===== config.mk =====
export PLATFORM = sky130hd
export DESIGN_NAME = ascii_line_event_receiver_core
export DESIGN_NICKNAME = d
export VERILOG_FILES = /design/src/hdl/alerx_pkg.sv /design/src/hdl/alerx_ctrl.sv /design/src/hdl/alerx_dp.sv /design/src/hdl/ascii_line_event_receiver_core.sv
export SDC_FILE = /design/constraint.sdc
export NUM_CORES = 1
export LEC_CHECK = 0
export BUFFER_PORTS_ARGS = -buffer_cell sky130_fd_sc_hd__buf_2
export CAP_MARGIN = 20
export CORE_MARGIN = 3
export CORE_UTILIZATION = 55
export DETAILED_ROUTE_END_ITERATION = 8
export HOLD_SLACK_MARGIN = 0.12
export PLACE_DENSITY = 0.73
export SETUP_SLACK_MARGIN = 0.3
export SLEW_MARGIN = 30
export SYNTH_ARGS = -nofsm -noshare
export SYNTH_HDL_FRONTEND = slang
export SYNTH_SLANG_ARGS = --single-unit

===== constraint.sdc =====
create_clock -name i_clk -period 3.67 [get_ports i_clk]
set_clock_uncertainty 0.15 [all_clocks]
set_input_delay 0.5505 -clock i_clk [delete_from_list [all_inputs] [get_ports i_clk]]
set_output_delay 0.5505 -clock i_clk [all_outputs]
set_load 0.01 [all_outputs]

===== src/hdl/alerx_pkg.sv =====
// shared constants, types and a helper function of the ascii line event receiver
package alerx_pkg;

    localparam int RING_DEPTH    = 128;
    localparam int LINE_CAPACITY = 32;

    localparam int RING_IDX_W = $clog2(RING_DEPTH);
    localparam int LINE_LEN_W = $clog2(LINE_CAPACITY);
    localparam int MODE_W     = 2;
    localparam int BYTE_W     = 8;
    localparam int COUNT_W    = 7;
    localparam int EVT_LEN    = 14;
    localparam int EVT_IDX_W  = $clog2(EVT_LEN);

    localparam logic [BYTE_W-1:0] CHAR_LF  = 8'h0A;
    localparam logic [BYTE_W-1:0] CHAR_CR  = 8'h0D;
    localparam logic [BYTE_W-1:0] CHAR_NUL = 8'h00;

    typedef enum logic [MODE_W-1:0] {
        MODE_PUSH    = 2'd0,
        MODE_SERVICE = 2'd1,
        MODE_TAKE    = 2'd2,
        MODE_CLEAR   = 2'd3
    } t_mode;

    typedef enum logic [1:0] {
        S_IDLE,
        S_READ,
        S_PARSE,
        S_FINISH
    } t_state;

    typedef struct packed {
        logic start;
        logic rd_issue;
        logic parse;
        logic out_load;
    } t_dp_cmd;

    typedef struct packed {
        logic ring_empty;
    } t_dp_stat;

    // "EVT,AUTO_START"
    function automatic logic [BYTE_W-1:0] evt_char(input logic [EVT_IDX_W-1:0] idx);
        logic [BYTE_W-1:0] c;
        unique case (idx)
            4'd0:    c = "E";
            4'd1:    c = "V";
            4'd2:    c = "T";
            4'd3:    c = ",";
            4'd4:    c = "A";
            4'd5:    c = "U";
            4'd6:    c = "T";
            4'd7:    c = "O";
            4'd8:    c = "_";
            4'd9:    c = "S";
            4'd10:   c = "T";
            4'd11:   c = "A";
            4'd12:   c = "R";
            4'd13:   c = "T";
            default: c = CHAR_NUL;
        endcase
        return c;
    endfunction

endpackage


===== src/hdl/alerx_ctrl.sv =====
// controller state machine: sequences push, service drain, take, clear and result hand-off
module alerx_ctrl
    import alerx_pkg::*;
(
    input  logic     i_clk,
    input  logic     i_rst_n,
    input  logic     i_in_valid,
    input  t_mode    i_mode,
    input  logic     i_out_stall,
    input  t_dp_stat i_stat,
    output logic     o_in_stall,
    output logic     o_out_valid,
    output t_dp_cmd  o_cmd
);

    t_state r_state;
    t_state n_state;
    logic   r_out_valid;
    logic   n_out_valid;

    always_ff @(posedge i_clk) begin
        if (!i_rst_n) begin
            r_state     <= S_IDLE;
            r_out_valid <= 1'b0;
        end else begin
            r_state     <= n_state;
            r_out_valid <= n_out_valid;
        end
    end

    // next state
    always_comb begin
        n_state = r_state;
        unique case (r_state)
            S_IDLE: begin
                if (i_in_valid) begin
                    n_state = (i_mode == MODE_SERVICE) ? S_READ : S_FINISH;
                end
            end
            S_READ: begin
                n_state = i_stat.ring_empty ? S_FINISH : S_PARSE;
            end
            S_PARSE: begin
                n_state = S_READ;
            end
            S_FINISH: begin
                if (!r_out_valid || !i_out_stall) begin
                    n_state = S_IDLE;
                end
            end
            default: n_state = S_IDLE;
        endcase
    end

    // outputs
    always_comb begin
        o_cmd = '0;
        unique case (r_state)
            S_IDLE:   o_cmd.start    = i_in_valid;
            S_READ:   o_cmd.rd_issue = !i_stat.ring_empty;
            S_PARSE:  o_cmd.parse    = 1'b1;
            S_FINISH: o_cmd.out_load = !r_out_valid || !i_out_stall;
            default:  o_cmd = '0;
        endcase
    end

    always_comb begin
        n_out_valid = r_out_valid;
        if (o_cmd.out_load) begin
            n_out_valid = 1'b1;
        end else if (!i_out_stall) begin
            n_out_valid = 1'b0;
        end
    end

    assign o_in_stall  = (r_state != S_IDLE);
    assign o_out_valid = r_out_valid;

endmodule


===== src/hdl/alerx_dp.sv =====
// datapath: byte ring, line tracker, event flag, enable register and result register
module alerx_dp
    import alerx_pkg::*;
(
    input  logic                i_clk,
    input  logic                i_rst_n,
    input  logic                i_cfg_wr_en,
    input  logic                i_cfg_wr_data,
    input  t_mode               i_mode,
    input  logic [BYTE_W-1:0]   i_rx_byte,
    input  t_dp_cmd             i_cmd,
    output t_dp_stat            o_stat,
    output logic                o_byte_accepted,
    output logic                o_event_taken,
    output logic                o_event_pending,
    output logic [COUNT_W-1:0]  o_queued_count
);

    logic [BYTE_W-1:0] r_ring [RING_DEPTH];
    logic [BYTE_W-1:0] r_rd_data;

    logic                  r_rx_en,     n_rx_en;
    logic [RING_IDX_W-1:0] r_wr_idx,    n_wr_idx;
    logic [RING_IDX_W-1:0] r_rd_idx,    n_rd_idx;
    logic                  r_overflow,  n_overflow;
    logic [LINE_LEN_W-1:0] r_line_len,  n_line_len;
    logic                  r_discard,   n_discard;
    logic                  r_prefix_ok, n_prefix_ok;
    logic                  r_zero_seen, n_zero_seen;
    logic [LINE_LEN_W-1:0] r_zero_pos,  n_zero_pos;
    logic [LINE_LEN_W-1:0] r_keep_len,  n_keep_len;
    logic                  r_pending,   n_pending;
    logic                  r_acc,       n_acc;
    logic                  r_taken,     n_taken;

    logic                  r_out_acc;
    logic                  r_out_taken;
    logic                  r_out_pending;
    logic [COUNT_W-1:0]    r_out_count;

    logic [RING_IDX_W-1:0] wr_next;
    logic [RING_IDX_W-1:0] rd_next;
    logic                  ring_we;
    logic [RING_IDX_W:0]   count;
    logic [LINE_LEN_W-1:0] eff_len;
    logic                  line_match;

    assign wr_next = (r_wr_idx == RING_IDX_W'(RING_DEPTH - 1)) ? '0 : r_wr_idx + 1'b1;
    assign rd_next = (r_rd_idx == RING_IDX_W'(RING_DEPTH - 1)) ? '0 : r_rd_idx + 1'b1;

    assign count = (r_wr_idx >= r_rd_idx)
                 ? ({1'b0, r_wr_idx} - {1'b0, r_rd_idx})
                 : ({1'b0, r_wr_idx} + (RING_IDX_W+1)'(RING_DEPTH) - {1'b0, r_rd_idx});

    assign o_stat.ring_empty = (r_rd_idx == r_wr_idx);

    // text length after trailing cr strip, cut at first zero
    assign eff_len    = r_zero_seen ? r_zero_pos : r_keep_len;
    assign line_match = r_prefix_ok && (eff_len == LINE_LEN_W'(EVT_LEN));

    assign ring_we = i_cmd.start && (i_mode == MODE_PUSH) && r_rx_en && (wr_next != r_rd_idx);

    always_comb begin
        n_rx_en     = r_rx_en;
        n_wr_idx    = r_wr_idx;
        n_rd_idx    = r_rd_idx;
        n_overflow  = r_overflow;
        n_line_len  = r_line_len;
        n_discard   = r_discard;
        n_prefix_ok = r_prefix_ok;
        n_zero_seen = r_zero_seen;
        n_zero_pos  = r_zero_pos;
        n_keep_len  = r_keep_len;
        n_pending   = r_pending;
        n_acc       = r_acc;
        n_taken     = r_taken;

        if (i_cfg_wr_en) begin
            n_rx_en = i_cfg_wr_data;
        end

        if (i_cmd.start) begin
            n_acc   = 1'b0;
            n_taken = 1'b0;
            unique case (i_mode)
                MODE_PUSH: begin
                    if (r_rx_en) begin
                        if (wr_next == r_rd_idx) begin
                            n_overflow = 1'b1;
                        end else begin
                            n_wr_idx = wr_next;
                            n_acc    = 1'b1;
                        end
                    end
                end
                MODE_SERVICE: begin
                    if (r_overflow) begin
                        n_overflow  = 1'b0;
                        n_line_len  = '0;
                        n_prefix_ok = 1'b1;
                        n_zero_seen = 1'b0;
                        n_keep_len  = '0;
                        n_discard   = 1'b1;
                    end
                end
                MODE_TAKE: begin
                    if (r_pending) begin
                        n_pending = 1'b0;
                        n_taken   = 1'b1;
                    end
                end
                MODE_CLEAR: begin
                    n_pending = 1'b0;
                end
                default: n_pending = r_pending;
            endcase
        end

        if (i_cmd.rd_issue) begin
            n_rd_idx = rd_next;
        end

        if (i_cmd.parse) begin
            if (r_rd_data == CHAR_LF) begin
                if (!r_discard && line_match) begin
                    n_pending = 1'b1;
                end
                n_line_len  = '0;
                n_prefix_ok = 1'b1;
                n_zero_seen = 1'b0;
                n_keep_len  = '0;
                n_discard   = 1'b0;
            end else if (!r_discard) begin
                if (r_line_len < LINE_LEN_W'(LINE_CAPACITY - 1)) begin
                    if (r_line_len < LINE_LEN_W'(EVT_LEN)) begin
                        n_prefix_ok = r_prefix_ok
                                   && (r_rd_data == evt_char(r_line_len[EVT_IDX_W-1:0]));
                    end
                    if ((r_rd_data == CHAR_NUL) && !r_zero_seen) begin
                        n_zero_seen = 1'b1;
                        n_zero_pos  = r_line_len;
                    end
                    if (r_rd_data != CHAR_CR) begin
                        n_keep_len = r_line_len + 1'b1;
                    end
                    n_line_len = r_line_len + 1'b1;
                end else begin
                    n_line_len  = '0;
                    n_prefix_ok = 1'b1;
                    n_zero_seen = 1'b0;
                    n_keep_len  = '0;
                    n_discard   = 1'b1;
                end
            end
        end
    end

    always_ff @(posedge i_clk) begin
        if (!i_rst_n) begin
            r_rx_en     <= 1'b1;
            r_wr_idx    <= '0;
            r_rd_idx    <= '0;
            r_overflow  <= 1'b0;
            r_line_len  <= '0;
            r_discard   <= 1'b0;
            r_prefix_ok <= 1'b1;
            r_zero_seen <= 1'b0;
            r_zero_pos  <= '0;
            r_keep_len  <= '0;
            r_pending   <= 1'b0;
            r_acc       <= 1'b0;
            r_taken     <= 1'b0;
        end else begin
            r_rx_en     <= n_rx_en;
            r_wr_idx    <= n_wr_idx;
            r_rd_idx    <= n_rd_idx;
            r_overflow  <= n_overflow;
            r_line_len  <= n_line_len;
            r_discard   <= n_discard;
            r_prefix_ok <= n_prefix_ok;
            r_zero_seen <= n_zero_seen;
            r_zero_pos  <= n_zero_pos;
            r_keep_len  <= n_keep_len;
            r_pending   <= n_pending;
            r_acc       <= n_acc;
            r_taken     <= n_taken;
        end
    end

    // ring memory
    always_ff @(posedge i_clk) begin
        if (ring_we) begin
            r_ring[r_wr_idx] <= i_rx_byte;
        end
        if (i_cmd.rd_issue) begin
            r_rd_data <= r_ring[r_rd_idx];
        end
    end

    // result register
    always_ff @(posedge i_clk) begin
        if (i_cmd.out_load) begin
            r_out_acc     <= r_acc;
            r_out_taken   <= r_taken;
            r_out_pending <= r_pending;
            r_out_count   <= COUNT_W'(count);
        end
    end

    assign o_byte_accepted = r_out_acc;
    assign o_event_taken   = r_out_taken;
    assign o_event_pending = r_out_pending;
    assign o_queued_count  = r_out_count;

endmodule


===== src/hdl/ascii_line_event_receiver_core.sv =====
// top level of the ascii line event receiver: controller plus datapath
// Each transaction returns exactly one result. Push, take and clear hold the block in the
// accepting idle state and in a finish state that loads the result register; service also
// drains the N queued bytes, each with one registered ring read and one line tracker
// update, until a last read finds the ring empty, and then loads its result. The input is
// stalled while a transaction is in progress; a finished result waits in the output
// register and does not block acceptance of the next transaction, only the loading of its
// result, which waits while the output stays stalled. The ring keeps RING_DEPTH-1
// bytes; rx_enable resets to one.
module ascii_line_event_receiver_core
    import alerx_pkg::*;
(
    input  logic               i_clk,
    input  logic               i_rst_n,
    input  logic               i_cfg_wr_en,
    input  logic               i_cfg_wr_data,
    input  logic               i_in_valid,
    output logic               o_in_stall,
    input  logic [MODE_W-1:0]  i_mode,
    input  logic [BYTE_W-1:0]  i_rx_byte,
    output logic               o_out_valid,
    input  logic               i_out_stall,
    output logic               o_byte_accepted,
    output logic               o_event_taken,
    output logic               o_event_pending,
    output logic [COUNT_W-1:0] o_queued_count
);

    t_dp_cmd  cmd;
    t_dp_stat stat;
    t_mode    mode;

    assign mode = t_mode'(i_mode);

    alerx_ctrl u_ctrl (
        .i_clk       (i_clk),
        .i_rst_n     (i_rst_n),
        .i_in_valid  (i_in_valid),
        .i_mode      (mode),
        .i_out_stall (i_out_stall),
        .i_stat      (stat),
        .o_in_stall  (o_in_stall),
        .o_out_valid (o_out_valid),
        .o_cmd       (cmd)
    );

    alerx_dp u_dp (
        .i_clk           (i_clk),
        .i_rst_n         (i_rst_n),
        .i_cfg_wr_en     (i_cfg_wr_en),
        .i_cfg_wr_data   (i_cfg_wr_data),
        .i_mode          (mode),
        .i_rx_byte       (i_rx_byte),
        .i_cmd           (cmd),
        .o_stat          (stat),
        .o_byte_accepted (o_byte_accepted),
        .o_event_taken   (o_event_taken),
        .o_event_pending (o_event_pending),
        .o_queued_count  (o_queued_count)
    );

endmodule


==> flow_summary.ini <==
[synthesis]
yosys_warnings = 0
dominantRegCellSynth = edfxtp_1
synth_area_leader_cell = edfxtp_1
synth_enable_flop_cells = 1042
synth.most_common_cell = edfxtp_1
muxShareOfSynthArea = 0.159
complex_gate_fraction_of_the_synthesized_area = 0.0266
syn-mean-instance-area_um2 = 19.9
synth-adder-area-share = 0.00476
synthXorXnorAreaFrac = 0.00482
netlist_top_cells_count = edfxtp_1, mux4_2, nand2_1, nor2_1, nor3_1
synth_top_family_by_area = multiplexers
ys_top_cells_by_area = edfxtp_1, mux4_2, dfxtp_1
area_share_of_the_largest_cell_type_after_synthesis = 0.717
synth_async_reset_ratio = 0
synth_simple_gate_area_share = 0.0463
post_synth_num_cell_types = 82
synth.cell_area_um2 = 43600
synthesis.nets = 2220
postSynthCellCount = 2188
postSynthRegisterBits = 1089
ys_seq_area_frac = 0.739

[timing]
period_minus_slack_ns = 3.33
rsz0062_at_grt = true
finalHoldViolCount = 0
max-slew-margin-rel = 0.399
final_max_slew_viol_count = 0
setup_total_negative_slack_ns = 0
setup-violations-final = 0
fmax_ghz = 0.300
max_slew.worst_pin.slew_ns = 0.901
layout_worst_path_cycle_share = 0.907

[route]
dr_total_vias = 23500
drtPass1Iterations = 6
routed_wire_length_per_instance_um = 30.2
wl_mm = 108
violation_count_after_the_first_detailed_route_iteration = 3159
antenna_violating_nets_post_route = 0
drc_markers = 0
via_per_inst = 6.58

[cells_and_area]
fillers = 4990
layout-drive-gt1-share = 0.305
sequential_cell_area_um2 = 32200
num_antenna_cells = 0
fin_nets = 2472
area_growth_syn_to_layout_pct = 15.2
final_cells = 3564
combined_area_of_the_multi_input_logic_cells_um2 = 10700
final_area_um2 = 50300

[global_routing]
global_route_wire_length_before_repair_mm = 160
grt.overflow.total = 0
grt_usage = 0.266
maximum_number_of_pins_on_one_net_before_global_route_repair = 96
antenna_found_initial = 1
first_global_vias = 23500

[placement]
place.detailed.instances = 3356
place_congestion = 0.896
detailed_place_hpwl_mm = 65.6
buffer_ports.inserted = 27
dpl-instance-area_um2 = 46400

[die]
die-width_um = 288
coreArea_um2 = 78000
floorplan.initialDensity = 0.560
die_height_um = 288
std_cell_rows = 102
die-area_um2 = 82800
io_pins = 28

[power]
power.static_leakage_nw = 16.0
power_density_nw_per_um2 = 505
worst_ir_drop_vdd_uv = 371
report.power.total_mw = 25.4

[clock_network]
number_of_clock_sinks_seen_by_cts = 1089
cts_root_buf = clkbuf_16
worst_skew_pair.late_latency_ns = 0.68
cts_tree = yes
cts-buffers-inserted = 105
clock_path_buffers = 3
worst_setup_hold_path_clk_slew_ns = 0.07
cts-htree-levels = 3

[worst_setup_path]
r2r_cells = 9
path_class = reg -> reg
critical_path.max_fanout = 40
worst_setup_path_start_kind = flip-flop
critPathArrivalTime_ns = 3.57
cp_data_required_time_ns = 3.91
worst_setup_path_end_kind = flip-flop

[hold_path]
worstHoldPathCells = 1
hold_path.class = in -> reg

[run]
max_cap_viol_count = 0

[outcome]
run_status = complete, no violations
## final cells by class
type / count / share of cell area
well taps: 1040 / 0.0259
repair buffers: 277 / 0.0470
flip-flops and latches: 1089 / 0.642
multi-input cells: 941 / 0.213
clock buffers: 127 / 0.0543
inverters: 26 / 0.00197
clock inverters: 64 / 0.0163
## path summary, 6_finish.rpt
| kind | from | end | slack [ns] |
|---|---|---|---|
| setup / recovery | u_dp.r_wr_idx[1] | u_dp.r_ring[8][4] | 0.34 |
| hold reg to reg | u_dp.r_acc | u_dp.o_byte_accepted | 0.29 |
| hold / removal | i_rx_byte[5] | u_dp.r_ring[115][5] | 0.23 |
| setup reg to reg | u_dp.r_wr_idx[1] | u_dp.r_ring[8][4] | 0.34 |
## cells in the final DEF (no fill, tap or decap), drive strengths merged, types with 38 or more instances in the layout
master | netlist | routed
a21oi | 38 | 38
buf | 91 | 269
clkbuf | 41 | 127
clkinv | 1 | 40
dfxtp | 47 | 47
edfxtp | 1042 | 1042
mux2i | 39 | 39
mux4 | 291 | 291
nand2 | 123 | 123
nor2 | 95 | 95
nor3 | 70 | 70
nor4 | 38 | 38
## registers in the layout (all words and copies together), names as in the netlist, 2 cells and up, named ones only
register             flops
u_ctrl.r_state           2
u_dp.o_queued_count      7
u_dp.r_wr_idx            7
u_dp.r_ring           1024
u_dp.r_keep_len          5
u_dp.r_rd_data           8
u_dp.r_line_len          5
u_dp.r_rd_idx            7
u_dp.r_zero_pos          5
## timing repair
item,in CTS,in global routing
setup endpoints to repair,19,194
gates resized for setup,3,9
hold buffers,8,0
pin swaps,1,1
setup buffers,3,6
hold endpoints to repair,7,0
## routing by layer
metal | GRT usage | vias up | wire length (µm)
met2 | 0.409 | 1432 | 51300
met1 | 0.380 | 12200 | 41600
met3 | 0.0594 | 236 | 11000
met4 | 0.0965 | 2 | 3810
met5 | 0 | - | 19
li1 | - | 9573 | -
## stage by stage
| step | hold WS, ns | utilization | worst slack [ns] |
|---|---|---|---|
| floorplan | 0.258 | - | 0.262 |
| global placement | 0.269 | 0.596 | 0.0812 |
| detailed placement | 0.273 | 0.596 | 0.190 |
| CTS | 0.243 | 0.643 | 0.306 |
| global route | 0.270 | 0.645 | 0.259 |
| finish | 0.232 | 0.645 | 0.340 |
## cells by family (layout without fill, tap and decap cells)
logic type	Yosys count	count (layout)
multiplexers	331	331
AND/OR/NAND/NOR	416	416
adder cells (fa/ha/maj)	16	16
XOR/XNOR	24	24
flip-flops	1089	1089
buffers and inverters	158	494
AO/OA/AOI/OAI	154	154
## power breakdown
| part | leakage, nW | total, mW | switching [mW] | internal [mW] |
|---|---|---|---|---|
| clock network | 1.72 | 11.1 | 4.59 | 6.51 |
| logic | 4.49 | 0.653 | 0.428 | 0.224 |
| registers | 9.75 | 13.6 | 0.0228 | 13.6 |
| total | 16.0 | 25.4 | 5.04 | 20.4 |
## critical path, stage by stage, from the launching register on
cell and delay, ns:
dfxtp_1 0.33, ha_1 0.25, and3_4 0.24, and3_4 0.19, or4_4 0.51, o211ai_2 0.27, o211ai_4 0.17, buf_12 0.22
nor4_1 0.41, buf_4 0.27
Note: power is estimated with default switching activity, not from simulation.
